==> config.mk <==
export PLATFORM = sky130hd
export DESIGN_NAME = hex_printable_utf8_field_decoder
export DESIGN_NICKNAME = d
export VERILOG_FILES = /design/src/sv/hexu8_pkg.sv /design/src/sv/hex_printable_utf8_field_decoder.sv
export VERILOG_INCLUDE_DIRS = /design/src /design/src/sv
export SDC_FILE = /design/constraint.sdc
export NUM_CORES = 1
export LEC_CHECK = 0
export ABC_AREA = 0
export CAP_MARGIN = 20
export CORE_MARGIN = 2
export CORE_UTILIZATION = 60
export CTS_CLUSTER_SIZE = 40
export DETAILED_ROUTE_END_ITERATION = 8
export DONT_BUFFER_PORTS = 1
export HOLD_SLACK_MARGIN = 0.05
export PLACE_DENSITY = 0.76
export SETUP_SLACK_MARGIN = 0.2
export SYNTH_ARGS = -nofsm -noshare
export SYNTH_HDL_FRONTEND = slang
export SYNTH_SLANG_ARGS = --single-unit
==> constraint.sdc <==
create_clock -name clk -period 10.4 [get_ports clk]
set_input_delay 0.52 -clock clk [delete_from_list [all_inputs] [get_ports clk]]
set_output_delay 0.52 -clock clk [all_outputs]
set_load 0.05 [all_outputs]
==> src/sv/assert_macros.svh <==
// Assertion shorthands for the hex text field decoder.
// Each macro expects signals named clk and rst_n in the including scope.
`ifndef ASSERT_MACROS_SVH
`define ASSERT_MACROS_SVH

// Plain clocked property, off during reset
`define ASSERT_CLKD(lbl, prop, msg) \
  lbl: assert property (@(posedge clk) disable iff (!rst_n) (prop)) else $error(msg);

// Same-cycle implication
`define ASSERT_IMPLY(lbl, ante, cons, msg) \
  lbl: assert property (@(posedge clk) disable iff (!rst_n) (ante) |-> (cons)) else $error(msg);

// Next-cycle implication
`define ASSERT_NEXT(lbl, ante, cons, msg) \
  lbl: assert property (@(posedge clk) disable iff (!rst_n) (ante) |=> (cons)) else $error(msg);

`endif

==> src/sv/hexu8_pkg.sv <==
// Shared types, constants and helper functions for the hex text field decoder.
// No dependencies.
`default_nettype none

package hexu8_pkg;

  // Verdict codes
  typedef enum logic [2:0] {
    ERR_OK        = 3'd0,
    ERR_ABSENT    = 3'd1,
    ERR_ODD       = 3'd2,
    ERR_TOO_LONG  = 3'd3,
    ERR_BAD_HEX   = 3'd4,
    ERR_BAD_UTF8  = 3'd5,
    ERR_FORBIDDEN = 3'd6,
    ERR_BLANK     = 3'd7
  } err_code_t;

  // Register addresses (byte offsets, only bit 2 decoded)
  localparam logic REG_MAX_BYTES     = 1'b0;
  localparam logic REG_TEXT_REQUIRED = 1'b1;

  localparam int          MAX_FIELD_BYTES_DEF = 4096;
  localparam logic [12:0] MAX_BYTES_RST       = 13'd2048;
  localparam logic        TEXT_REQUIRED_RST   = 1'b1;
  localparam logic [13:0] COUNT_MAX           = 14'h3FFF;

  localparam logic [7:0]  CHAR_DASH  = 8'h2D;
  localparam logic [7:0]  LEAD2_MIN  = 8'hC2;
  localparam logic [7:0]  LEAD2_MAX  = 8'hDF;
  localparam logic [7:0]  LEAD4_MIN  = 8'hF0;
  localparam logic [7:0]  LEAD4_MAX  = 8'hF4;

  localparam logic [20:0] CP_MAX     = 21'h10FFFF;
  localparam logic [20:0] SURR_LO    = 21'h00D800;
  localparam logic [20:0] SURR_HI    = 21'h00DFFF;
  localparam logic [20:0] ZW_LO      = 21'h00200B;
  localparam logic [20:0] ZW_HI      = 21'h00200F;
  localparam logic [20:0] BIDI_LO    = 21'h002028;
  localparam logic [20:0] BIDI_HI    = 21'h00202E;
  localparam logic [20:0] WJ_LO      = 21'h002060;
  localparam logic [20:0] WJ_HI      = 21'h00206F;
  localparam logic [20:0] BOM_CP     = 21'h00FEFF;
  localparam logic [20:0] CP_SPACE   = 21'h000020;
  localparam logic [20:0] CP_TAB     = 21'h000009;
  localparam logic [20:0] C1_LO      = 21'h00007F;
  localparam logic [20:0] C1_HI      = 21'h00009F;

  // Running state of one field
  typedef struct packed {
    logic [13:0] char_count;
    logic [3:0]  high_nibble;
    logic [20:0] codepoint_acc;
    logic [1:0]  bytes_pending;
    logic [1:0]  min_class;
    logic        saw_nonspace;
    err_code_t   first_error;
    logic        odd_phase;
    logic        pair_bad;
  } field_state_t;

  localparam field_state_t FIELD_CLEAR = '{
    char_count:    14'd0,
    high_nibble:   4'd0,
    codepoint_acc: 21'd0,
    bytes_pending: 2'd0,
    min_class:     2'd0,
    saw_nonspace:  1'b0,
    first_error:   ERR_OK,
    odd_phase:     1'b0,
    pair_bad:      1'b0
  };

  // Lowercase hex digit: {ok, nibble}
  function automatic logic [4:0] hex_decode(input logic [7:0] c);
    logic [4:0] r;
    r = 5'd0;
    if (c >= 8'h30 && c <= 8'h39) begin
      r = {1'b1, c[3:0]};
    end else if (c >= 8'h61 && c <= 8'h66) begin
      r = {1'b1, c[3:0] + 4'd9};
    end
    return r;
  endfunction

  // Smallest code point allowed for a sequence length class
  function automatic logic [20:0] class_min(input logic [1:0] mc);
    logic [20:0] m;
    case (mc)
      2'd1:    m = 21'h000080;
      2'd2:    m = 21'h000800;
      2'd3:    m = 21'h010000;
      default: m = 21'h000000;
    endcase
    return m;
  endfunction

  // Check a completed code point: overlong, range, surrogates, forbidden chars
  function automatic err_code_t cp_check(input logic [20:0] cp, input logic [1:0] mc);
    err_code_t e;
    e = ERR_OK;
    if (cp < class_min(mc) || cp > CP_MAX || (cp >= SURR_LO && cp <= SURR_HI)) begin
      e = ERR_BAD_UTF8;
    end else if (cp < CP_SPACE || (cp >= C1_LO && cp <= C1_HI) ||
                 (cp >= ZW_LO && cp <= ZW_HI) || (cp >= BIDI_LO && cp <= BIDI_HI) ||
                 (cp >= WJ_LO && cp <= WJ_HI) || cp == BOM_CP) begin
      e = ERR_FORBIDDEN;
    end
    return e;
  endfunction

endpackage

`default_nettype wire

==> src/sv/hex_printable_utf8_field_decoder.sv <==
// Top level of the hex text field decoder: input register, per-character
// decode and UTF-8 check, result register, APB-style configuration registers.
// Depends on hexu8_pkg and assert_macros.svh.
`default_nettype none
`include "assert_macros.svh"

// Takes one character of a lowercase-hex encoded text field per cycle and
// sustains one character per cycle with back-to-back requests while the
// result register is not stalled. Each character is held in the input
// register; its decode, UTF-8 check and verdict are then formed in a single
// pass and loaded into the result register, which holds the result on the
// outputs until it is taken. A result is
// only produced when a hex pair completes to a good byte or when the field ends
// (last or empty_field); other characters just update the running state. A
// stalled result register holds back only characters that produce a result.
// Registers: 0x0 max_bytes (13 bits, limit clamped to MAX_FIELD_BYTES),
// 0x4 text_required (1 bit). Error codes: 0 ok, 1 absent but required,
// 2 odd length, 3 too long, 4 bad hex, 5 bad UTF-8, 6 forbidden character,
// 7 blank.
module hex_printable_utf8_field_decoder #(
  parameter int MAX_FIELD_BYTES = hexu8_pkg::MAX_FIELD_BYTES_DEF
) (
  input  wire logic        clk,
  input  wire logic        rst_n,
  // input channel
  input  wire logic        in_valid,
  output logic             in_ready,
  input  wire logic [7:0]  in_char_in,
  input  wire logic        in_last,
  input  wire logic        in_empty_field,
  // result channel
  output logic             out_valid,
  input  wire logic        out_ready,
  output logic             out_byte_valid,
  output logic [7:0]       out_data_byte,
  output logic             out_done_res,
  output logic             out_accepted,
  output logic [2:0]       out_error_code,
  // configuration port
  input  wire logic        psel,
  input  wire logic        penable,
  input  wire logic        pwrite,
  input  wire logic [2:0]  paddr,
  input  wire logic [31:0] pwdata,
  output logic [31:0]      prdata,
  output logic             pready
);
  import hexu8_pkg::*;

  // Limit clamp, fits the 13-bit register
  localparam logic [12:0] LIMIT_CLAMP =
    (MAX_FIELD_BYTES > 8191) ? 13'h1FFF : 13'(MAX_FIELD_BYTES);

  // Configuration registers
  logic [12:0] max_bytes_r;
  logic        text_required_r;
  logic        cfg_wr;

  // Input register
  logic        s1_valid_r;
  logic [7:0]  s1_char_r;
  logic        s1_last_r;
  logic        s1_empty_r;

  // Field state
  field_state_t st_r, st_nxt;

  // Result register
  logic        out_valid_r;
  logic        out_byte_valid_r;
  logic [7:0]  out_data_byte_r;
  logic        out_done_r;
  logic        out_accepted_r;
  err_code_t   out_err_r;

  // Per-character decode
  logic [4:0]  hex_dec;
  logic        bvalid;
  logic [7:0]  dbyte;
  logic        absent;
  logic        fin_en;
  logic [20:0] fin_cp;
  logic [1:0]  fin_mc;
  logic [20:0] acc_shift;
  err_code_t   fin_err;
  logic        is_last;
  logic        has_res;
  logic        out_free;
  logic        s1_adv;
  logic [12:0] limit;
  logic        too_long;
  err_code_t   verdict;

  // APB-style access, no wait states
  assign pready = 1'b1;
  assign cfg_wr = psel & penable & pwrite & pready;
  assign prdata = (paddr[2] == REG_TEXT_REQUIRED) ? {31'd0, text_required_r}
                                                  : {19'd0, max_bytes_r};

  always_ff @(posedge clk) begin
    if (!rst_n) begin
      max_bytes_r     <= MAX_BYTES_RST;
      text_required_r <= TEXT_REQUIRED_RST;
    end else if (cfg_wr) begin
      if (paddr[2] == REG_MAX_BYTES) begin
        max_bytes_r <= pwdata[12:0];
      end else begin
        text_required_r <= pwdata[0];
      end
    end
  end

  // Decode one character against the running field state
  assign hex_dec   = hex_decode(s1_char_r);
  assign dbyte     = {st_r.high_nibble, hex_dec[3:0]};
  assign acc_shift = {st_r.codepoint_acc[14:0], dbyte[5:0]};

  always_comb begin
    st_nxt  = st_r;
    bvalid  = 1'b0;
    absent  = 1'b0;
    fin_en  = 1'b0;
    fin_cp  = {13'd0, dbyte};
    fin_mc  = 2'd0;
    fin_err = ERR_OK;
    if (!s1_empty_r) begin
      if (st_r.char_count == 14'd0 && s1_char_r == CHAR_DASH && s1_last_r) begin
        absent = 1'b1;
      end
      if (!st_r.odd_phase) begin
        // high nibble of a pair
        st_nxt.pair_bad    = ~hex_dec[4];
        st_nxt.high_nibble = hex_dec[4] ? hex_dec[3:0] : 4'd0;
      end else begin
        // low nibble: pair completes
        if (st_r.pair_bad || !hex_dec[4]) begin
          st_nxt.first_error = ERR_BAD_HEX;
        end else begin
          bvalid = 1'b1;
          if (st_r.first_error == ERR_OK) begin
            if (st_r.bytes_pending == 2'd0) begin
              // lead byte
              if (!dbyte[7]) begin
                st_nxt.min_class = 2'd0;
                fin_en = 1'b1;
              end else if (dbyte >= LEAD2_MIN && dbyte <= LEAD2_MAX) begin
                st_nxt.codepoint_acc = {16'd0, dbyte[4:0]};
                st_nxt.bytes_pending = 2'd1;
                st_nxt.min_class     = 2'd1;
              end else if (dbyte[7:4] == 4'hE) begin
                st_nxt.codepoint_acc = {17'd0, dbyte[3:0]};
                st_nxt.bytes_pending = 2'd2;
                st_nxt.min_class     = 2'd2;
              end else if (dbyte >= LEAD4_MIN && dbyte <= LEAD4_MAX) begin
                st_nxt.codepoint_acc = {18'd0, dbyte[2:0]};
                st_nxt.bytes_pending = 2'd3;
                st_nxt.min_class     = 2'd3;
              end else begin
                st_nxt.first_error   = ERR_BAD_UTF8;
                st_nxt.bytes_pending = 2'd0;
              end
            end else if (dbyte[7:6] != 2'b10) begin
              st_nxt.first_error   = ERR_BAD_UTF8;
              st_nxt.bytes_pending = 2'd0;
            end else begin
              // continuation byte
              st_nxt.codepoint_acc = acc_shift;
              st_nxt.bytes_pending = st_r.bytes_pending - 2'd1;
              if (st_r.bytes_pending == 2'd1) begin
                fin_en = 1'b1;
                fin_cp = acc_shift;
                fin_mc = st_r.min_class;
              end
            end
          end
        end
        st_nxt.pair_bad    = 1'b0;
        st_nxt.high_nibble = 4'd0;
      end
      st_nxt.odd_phase = ~st_r.odd_phase;
      if (st_r.char_count != COUNT_MAX) begin
        st_nxt.char_count = st_r.char_count + 14'd1;
      end
    end
    // completed code point
    if (fin_en) begin
      fin_err = cp_check(fin_cp, fin_mc);
      if (fin_err != ERR_OK) begin
        st_nxt.first_error   = fin_err;
        st_nxt.bytes_pending = 2'd0;
      end else if (fin_cp != CP_SPACE && fin_cp != CP_TAB) begin
        st_nxt.saw_nonspace = 1'b1;
      end
    end
  end

  // Field verdict, in priority order
  assign is_last  = s1_last_r | s1_empty_r;
  assign limit    = (max_bytes_r > LIMIT_CLAMP) ? LIMIT_CLAMP : max_bytes_r;
  assign too_long = {1'b0, st_nxt.char_count} > {1'b0, limit, 1'b0};

  always_comb begin
    verdict = ERR_OK;
    if (absent) begin
      verdict = text_required_r ? ERR_ABSENT : ERR_OK;
    end else if (st_nxt.odd_phase) begin
      verdict = ERR_ODD;
    end else if (too_long) begin
      verdict = ERR_TOO_LONG;
    end else if (st_nxt.first_error != ERR_OK) begin
      verdict = st_nxt.first_error;
    end else if (st_nxt.bytes_pending != 2'd0) begin
      verdict = ERR_BAD_UTF8;
    end else if (text_required_r && !st_nxt.saw_nonspace) begin
      verdict = ERR_BLANK;
    end
  end

  // Flow control: characters without a result never wait on the output
  assign has_res  = is_last | bvalid;
  assign out_free = ~out_valid_r | out_ready;
  assign s1_adv   = s1_valid_r & (~has_res | out_free);
  assign in_ready = ~s1_valid_r | s1_adv;

  // Input register
  always_ff @(posedge clk) begin
    if (!rst_n) begin
      s1_valid_r <= 1'b0;
    end else if (in_ready) begin
      s1_valid_r <= in_valid;
    end
  end

  always_ff @(posedge clk) begin
    if (in_valid && in_ready) begin
      s1_char_r  <= in_char_in;
      s1_last_r  <= in_last;
      s1_empty_r <= in_empty_field;
    end
  end

  // Field state, cleared at the end of each field
  always_ff @(posedge clk) begin
    if (!rst_n) begin
      st_r <= FIELD_CLEAR;
    end else if (s1_adv) begin
      st_r <= is_last ? FIELD_CLEAR : st_nxt;
    end
  end

  // Result register
  always_ff @(posedge clk) begin
    if (!rst_n) begin
      out_valid_r <= 1'b0;
    end else if (s1_adv && has_res) begin
      out_valid_r <= 1'b1;
    end else if (out_ready) begin
      out_valid_r <= 1'b0;
    end
  end

  always_ff @(posedge clk) begin
    if (s1_adv && has_res) begin
      out_byte_valid_r <= bvalid;
      out_data_byte_r  <= bvalid ? dbyte : 8'd0;
      out_done_r       <= is_last;
      out_accepted_r   <= is_last && (verdict == ERR_OK);
      out_err_r        <= is_last ? verdict : ERR_OK;
    end
  end

  assign out_valid      = out_valid_r;
  assign out_byte_valid = out_byte_valid_r;
  assign out_data_byte  = out_data_byte_r;
  assign out_done_res   = out_done_r;
  assign out_accepted   = out_accepted_r;
  assign out_error_code = out_err_r;

  // Checks
  `ASSERT_IMPLY(a_res_has_cause, out_valid, out_byte_valid || out_done_res,
                "empty result")
  `ASSERT_IMPLY(a_accept_matches_code, out_valid && out_done_res,
                out_accepted == (out_error_code == ERR_OK), "accepted disagrees with code")
  `ASSERT_NEXT(a_field_cleared, s1_adv && is_last,
               st_r.char_count == 14'd0 && !st_r.odd_phase && st_r.first_error == ERR_OK,
               "state not cleared after field end")
  `ASSERT_CLKD(a_pending_class,
               st_r.bytes_pending == 2'd0 || st_r.min_class >= st_r.bytes_pending,
               "pending bytes exceed sequence class")

endmodule

`default_nettype wire
# Word-level counts from Yosys, hierarchy flattened
# Cells that the tools add are included.
[word_totals] ram_bits=0 output_inout_bits=49 memories=0 latch_bits=0 input_bits=52 ff_bits=83 rom_bits=0 wordCells=201
[classes] n_lt_le_gt_ge=23 reduce_logical=42 div_mod_pow=0 eq_ne=17 n_mul=0 add_sub_neg=3 n_mux=81 shift=0 bitwise=14
[ops] op="two-way mux 21 bit" n=10
[ops] op="two-way mux 25 bit" n=5
[ops] op=">= comparator 21 x 14 -> 1 bit (second input constant)" n=3
[ops] op="<= comparator 21 x 14 -> 1 bit (second input constant)" n=3
[ops] op="two-way mux 3 bit" n=19
[ops] op="case mux 17 bit (3 select lines)" n=1
[ops] op="two-way mux 49 bit" n=1
[ops] op="two-way mux 23 bit" n=2
[ops] op="two-way mux 43 bit" n=1
[ops] op="two-way mux 2 bit" n=14
[ops] op="two-way mux 13 bit" n=2
[ops] op="equality test 21 x 16 -> 1 bit (second input constant)" n=1
[ops] op=">= comparator 21 x 16 -> 1 bit (second input constant)" n=1
[ops] op=">= comparator 21 x 7 -> 1 bit (second input constant)" n=1
[ops] op="greater-than comparator 21 bit (second input constant)" n=1
[ops] op="<= comparator 21 x 16 -> 1 bit (second input constant)" n=1
[ops] op="<= comparator 21 x 8 -> 1 bit (second input constant)" n=1
[ops] op="less-than comparator 21 bit" n=1
[ops] op="less-than comparator 21 x 6 -> 1 bit (second input constant)" n=1
[ops] op="!= test 21 x 4 -> 1 bit (second input constant)" n=1
[ops] op="!= test 21 x 6 -> 1 bit (second input constant)" n=1
[ops] op="two-way mux 1 bit" n=19
[ops] op=">= comparator 8 bit (second input constant)" n=2
[ops] op="<= comparator 8 bit (second input constant)" n=2
[ops] op="36 further kinds" n=86

# Depth between registers and ports, before layout
[logic_depth] ltp_word=34 mapped_depth=21 depth_no_buf=20

# Worst setup path after synthesis
# Ideal clock, no wire load.
[synth_timing] path_kind="register -> register" start="reg s1_char_r[1]" end="reg out_accepted_r (netlist: out_accepted) (data pin)" setup_time_ns=0.271 path_stages_with_launch=18 setup_slack_ns=6.580 required_ns=10.129 arrival_ns=3.550 cell_sequence="edfxtp_1 -> inv_1 -> ha_1 -> nor4b_2 -> nor2_1 -> a21o_1 -> buf_4 -> and3_1 -> ha_1 -> nand2_1 -> a31oi_1 -> a311oi_1 -> a21oi_1 -> inv_1 -> o31ai_4 -> nand3_2 -> or4_4 -> nor4b_2"
[synth_via] elab_chain_cells=34
[synth_lines] item="start: declaration" line_no="hex_printable_utf8_field_decoder.sv:61" text="logic [7:0] s1_char_r;"
[synth_lines] item="start signal: assignment" line_no="hex_printable_utf8_field_decoder.sv:236" text="s1_char_r <= in_char_in;"
[synth_lines] item=">= comparator 8 x 7 -> 1 bit / <= comparator 8 x 7 -> 1 bit (equally long branches)" line_no="hexu8_pkg.sv:80" text="end else if (c >= 8'h61 && c <= 8'h66) begin"
[synth_lines] item="logical AND 1 bit" line_no="hexu8_pkg.sv:80"
[synth_lines] item="two-way mux 5 bit" line_no="hexu8_pkg.sv:80"
[synth_lines] item="two-way mux 5 bit" line_no="hexu8_pkg.sv:78" text="if (c >= 8'h30 && c <= 8'h39) begin"
[synth_lines] item="two-way mux 21 bit" line_no="hex_printable_utf8_field_decoder.sv:169" text="if (st_r.bytes_pending == 2'd1) begin"
[synth_lines] item="two-way mux 21 bit" line_no="hex_printable_utf8_field_decoder.sv:162" text="end else if (dbyte[7:6] != 2'b10) begin"
[synth_lines] item="two-way mux 21 bit" line_no="hex_printable_utf8_field_decoder.sv:141" text="if (st_r.bytes_pending == 2'd0) begin"
[synth_lines] item="two-way mux 21 bit" line_no="hex_printable_utf8_field_decoder.sv:140" text="if (st_r.first_error == ERR_OK) begin"
[synth_lines] item="[18 not listed]"
[synth_lines] item="two-way mux 3 bit" line_no="hex_printable_utf8_field_decoder.sv:214" text="end else if (text_required_r && !st_nxt.saw_nonspace) begin"
[synth_lines] item="two-way mux 3 bit" line_no="hex_printable_utf8_field_decoder.sv:212" text="end else if (st_nxt.bytes_pending != 2'd0) begin"
[synth_lines] item="two-way mux 3 bit" line_no="hex_printable_utf8_field_decoder.sv:210" text="end else if (st_nxt.first_error != ERR_OK) begin"
[synth_lines] item="two-way mux 3 bit" line_no="hex_printable_utf8_field_decoder.sv:208" text="end else if (too_long) begin"
[synth_lines] item="two-way mux 3 bit" line_no="hex_printable_utf8_field_decoder.sv:206" text="end else if (st_nxt.odd_phase) begin"
[synth_lines] item="two-way mux 3 bit (*)" line_no="hex_printable_utf8_field_decoder.sv:204" text="if (absent) begin"
[synth_lines] item="zero test 3 bit (*)" line_no="hex_printable_utf8_field_decoder.sv:267" text="out_accepted_r <= is_last && (verdict == ERR_OK);"
[synth_lines] item="logical AND 1 bit (*)" line_no="hex_printable_utf8_field_decoder.sv:267"
[synth_lines] item="end signal: assignment" line_no="hex_printable_utf8_field_decoder.sv:267"
[synth_lines] item="end: declaration" line_no="hex_printable_utf8_field_decoder.sv:73" text="logic out_accepted_r;"
# Mark *: on every way between the ends. The rest lies on a longest branch, timed or not. The select of a mux whose other input is x is not followed.
# A chain may end at the register's enable or synchronous reset.

# Worst setup path in the final report
[layout_timing] start="reg st_r[8] in the netlist's numbering" end="reg out_accepted_r (netlist: out_accepted) (data pin)"
[layout_via] elab_chain_cells=31
[layout_lines] item="start: declaration" line_no="hex_printable_utf8_field_decoder.sv:66" text="field_state_t st_r, st_nxt;"
[layout_lines] item="start signal: assignment" line_no="hex_printable_utf8_field_decoder.sv:247" text="st_r <= is_last ? FIELD_CLEAR : st_nxt;"
[layout_lines] item="parallel branches: the longest is 25 deep, another holds less-than comparator 21 bit"
[layout_lines] item="two-way mux 3 bit (*)" line_no="hex_printable_utf8_field_decoder.sv:210"
[layout_lines] item="two-way mux 3 bit (*)" line_no="hex_printable_utf8_field_decoder.sv:208"
[layout_lines] item="two-way mux 3 bit (*)" line_no="hex_printable_utf8_field_decoder.sv:206"
[layout_lines] item="two-way mux 3 bit (*)" line_no="hex_printable_utf8_field_decoder.sv:204"
[layout_lines] item="zero test 3 bit (*)" line_no="hex_printable_utf8_field_decoder.sv:267"
[layout_lines] item="logical AND 1 bit (*)" line_no="hex_printable_utf8_field_decoder.sv:267"
# Every way passes the cells marked *. The select of a mux whose other input is x is not followed.

==> flow_summary.yaml <==
clock_network:
  ctsHoldBuffers: 0
  cts_resized: 0
  clkTransAtPathRegs_ns: 0.09
  cts_setup_buffers: 0
  cts_buffer_depth: 2
  h-tree-depth: 3
  cts_root_buf: "clkbuf_8"
  cts.sinks: 83
  clkLatencyLatePin_ns: 0.36
  cts_inserted_buffers: 9
  cts_tree: "yes"
routing:
  via_count: 4885
  drt-initial-drc-count: 304
  drc: 0
  drtAntennaViolNets: 0
  viasPerCell: 6.39
  wl_per_cell_um: 18.0
  drt-total-wl_um: 13800
  dr.pass1.iters: 5
finish:
  nNetsFinal: 726
  drive_gt1_share_pct: 5.63
  area_growth_pct: 2.50
  n_antenna_cell: 0
  n_fill_cell: 781
timing:
  rsz0062_at_grt: "false"
  setup_viol: 0
  worst_pin_slew_ns: 0.972
  slew_violations: 0
  min_period_over_period_pct: 44.3
  hold_viol: 0
  slew_headroom_pct: 35.1
  fmax_mhz: 217
  fin_ws_ns: 5.79
  finalClockSkew_ns: 0.00949
  tns_ns: 0
  min_period_ns: 4.61
worst_hold_path:
  hold_class: "primary input to flip-flop"
logic_synthesis:
  synthFlopType: "dfxtp_1"
  yosys.area_share.adder_pct: 5.05
  ys_seq_area_share_pct: 34.9
  syn_inst: 672
  ys_warn_count: 0
  ys_async_sr_fraction_pct: 0
  synthXorXnorAreaFrac_pct: 2.09
  ys_types: 75
  netlist_area_sq_mm: 0.00545
  synth_top_family_by_area: "simple AND/OR/NAND/NOR gates"
  syn_area_per_cell_sq_um: 8.10
  synth_simple_gate_area_share_pct: 31.0
  ys_ff_latch: 83
  synth_mux_area_share_pct: 0.574
  synth_edf_count: 24
  synth_compound_area_share_pct: 19.7
floorplan:
  coreArea_sq_mm: 0.00876
  io_pins: 101
  dieHeight_um: 99.3
  fp.dieW_um: 99.3
  rows: 34
  die-area_sq_mm: 0.00986
  start_util_pct: 62.2
critical_path:
  crit_chain: "inv_1 -> ha_1 -> nor4_1 -> nand4_1 -> or2_1 -> nor2_1 -> nand3_1 -> ha_1 -> nand2_1 -> a31oi_1 -> a311oi_1 -> a21oi_1 -> inv_1 -> o31ai_4 -> nand3_2 -> or4_4 -> nor4b_2"
  crit_path_max_incr_delay_ns: 0.54
  critPathSlowestCell: "or4_4"
  r2r_slack_ns: 5.79
  cp_data_required_time_ns: 10.51
  worstPathArrival_ns: 4.72
  criticalPathCategory: "flip-flop to flip-flop"
  crit_fanout: 12
  start_kind: "flip-flop"
  critPathCaptureType: "flip-flop"
global_routing:
  antenna_found_initial: 0
  grt_pass1_vias: 4686
  grt_pass1_wl_um: 22900
  grt_usage_pct: 28.8
  grt_overflow: 0
  grt_max_degree: 59
place:
  dp_hpwl_um: 10000
  pre_cts_ws_ns: 5.91
  portBuffers: 0
  gp_congestion: 0.921
pwr:
  clock_power_share_pct: 36.1
  power_mw: 0.651
  combPwrFrac_pct: 10.0
  sw_frac_of_total_pct: 28.4
  p_sw_mw: 0.185
  powerDensity_mw_per_mm2: 117
  pwr-share-seq_pct: 53.9
  p_leak_nw: 1.92
  p_int_mw: 0.466
  vdd_drop_max_uv: 89.5
flow_run:
  drv_cap: 0
run_status:
  outcome: "complete, no violations"
-- critical path, delay by kind of cell, from the launching register on --
kind	cells	cell delay [ns]
adder cells (fa/ha/maj)	2	0.64
flip-flops	1	0.41
AO/OA/AOI/OAI	4	0.87
AND/OR/NAND/NOR	9	2.18
buffers and inverters	2	0.24
-- synthesized netlist by cell type, types with 3 or more instances --
cell type | number | area, sq um
o2111ai_1 | 3 | 26.3
edfxtp_1 | 24 | 721
inv_1 | 17 | 63.8
nor2b_1 | 34 | 213
or3_1 | 6 | 37.5
a22o_1 | 4 | 35.0
nor2_1 | 47 | 176
xor2_1 | 3 | 26.3
nand4_1 | 12 | 75.1
buf_4 | 21 | 158
o21ai_0 | 22 | 110
a31oi_1 | 7 | 43.8
buf_2 | 8 | 40.0
o21ai_1 | 5 | 25.0
nor3_1 | 21 | 105
nand3_1 | 34 | 170
clkbuf_1 | 23 | 86.3
a21boi_0 | 36 | 270
o211ai_1 | 4 | 30.0
nor4b_2 | 3 | 45.0
nand2_1 | 99 | 372
ha_1 | 22 | 275
o21a_1 | 3 | 22.5
xnor2_1 | 10 | 87.6
nand2b_1 | 6 | 37.5
a211oi_1 | 3 | 22.5
nor4_1 | 15 | 93.8
and3_1 | 10 | 62.6
a21oi_1 | 34 | 170
dfxtp_1 | 59 | 1180
and2_1 | 10 | 62.6
or4_1 | 3 | 22.5
nor4b_1 | 3 | 26.3
a22oi_1 | 4 | 30.0
a21o_1 | 3 | 22.5
-- registers in the layout (all words and copies together), names as in the netlist --
register,count
out_valid,1
out_byte_valid,1
dbyte,2
out_done_res,1
out_error_code,3
out_accepted,1
s1_valid_r,1
max_bytes_r,13
text_required_r,1
st_r,24
s1_last_r,1
s1_empty_r,1
out_data_byte,8
s1_char_r,8
acc_shift,17
-- routing by layer --
layer,part of all wire [%],track usage [%],vias up,wire (um)
met4,2.4,11.4,0,328
met5,0,0,-,0
met1,43,36.2,2315,5870
li1,-,-,2331,-
met3,6.3,5.20,33,872
met2,49,49.2,206,6710
-- kinds of logic (layout without fill, tap and decap cells) --
group	after synthesis	count (layout)
muxes	3	3
xor gates and xnor gates	13	13
DFF	83	83
adders and majority gates	22	22
AOI/OAI and AO/OA	155	155
buffers and inverters	71	38
other	2	20
and+or+nand+nor	323	323
-- worst paths after layout --
path,startpoint,endpoint,depth (start not counted)
worst max-delay path,st_r[8],out_accepted,17
worst min-delay path,rst_n,text_required_r,1
worst max register to register,st_r[8],out_accepted,17
worst min register to register,max_bytes_r[6],max_bytes_r[6],2
-- final cells by class --
cell class | count | area [sq um] | share of cell area (%)
Inverter | 18 | 67.6 | 1.21
Sequential cell | 83 | 1900 | 34.1
Clock inverter | 6 | 63.8 | 1.14
Multi-Input combinational cell | 536 | 3260 | 58.3
Tap cell | 108 | 135 | 2.42
Clock buffer | 10 | 128 | 2.29
Timing Repair Buffer | 4 | 30.0 | 0.538
-- power groups by stage --
| stage | registers, mW | logic [mW] | clock network [mW] |
|---|---|---|---|
| floorplan | 0.355 | 0.0649 | 0 |
| global placement | 0.358 | 0.0632 | 0 |
| detailed placement | 0.358 | 0.0642 | 0 |
| CTS | 0.351 | 0.0644 | 0.239 |
| global route | 0.352 | 0.0705 | 0.249 |
| finish | 0.351 | 0.0651 | 0.235 |
-- cell usage in the layout, fill, tap and decap left out, types with 10 or more instances in the layout --
| cell | count |
|---|---|
| nor4_1 | 15 |
| nand4_1 | 12 |
| edfxtp_1 | 24 |
| and2_1 | 10 |
| conb_1 | 20 |
| nand2_1 | 99 |
| nor2_1 | 47 |
| dfxtp_1 | 59 |
| nor3_1 | 21 |
| ha_1 | 22 |
| a21oi_1 | 34 |
| and3_1 | 10 |
| nor2b_1 | 34 |
| inv_1 | 17 |
| a21boi_0 | 36 |
| nand3_1 | 34 |
| o21ai_0 | 22 |
| xnor2_1 | 10 |
-- through the flow --
stage / utilization [%] / cell area [sq um] / instances / hold WS [ns]
detailed placement: 61.5 / 5390 / 749 / 0.474
finish: 63.7 / 5580 / 765 / 0.219
global route: 63.7 / 5580 / 765 / 0.204
floorplan: - / 5510 / 690 / 0.437
CTS: 63.7 / 5580 / 765 / 0.199
global placement: 61.5 / 5390 / 749 / 0.453
No activity file was read; power rests on OpenSTA's default activity.
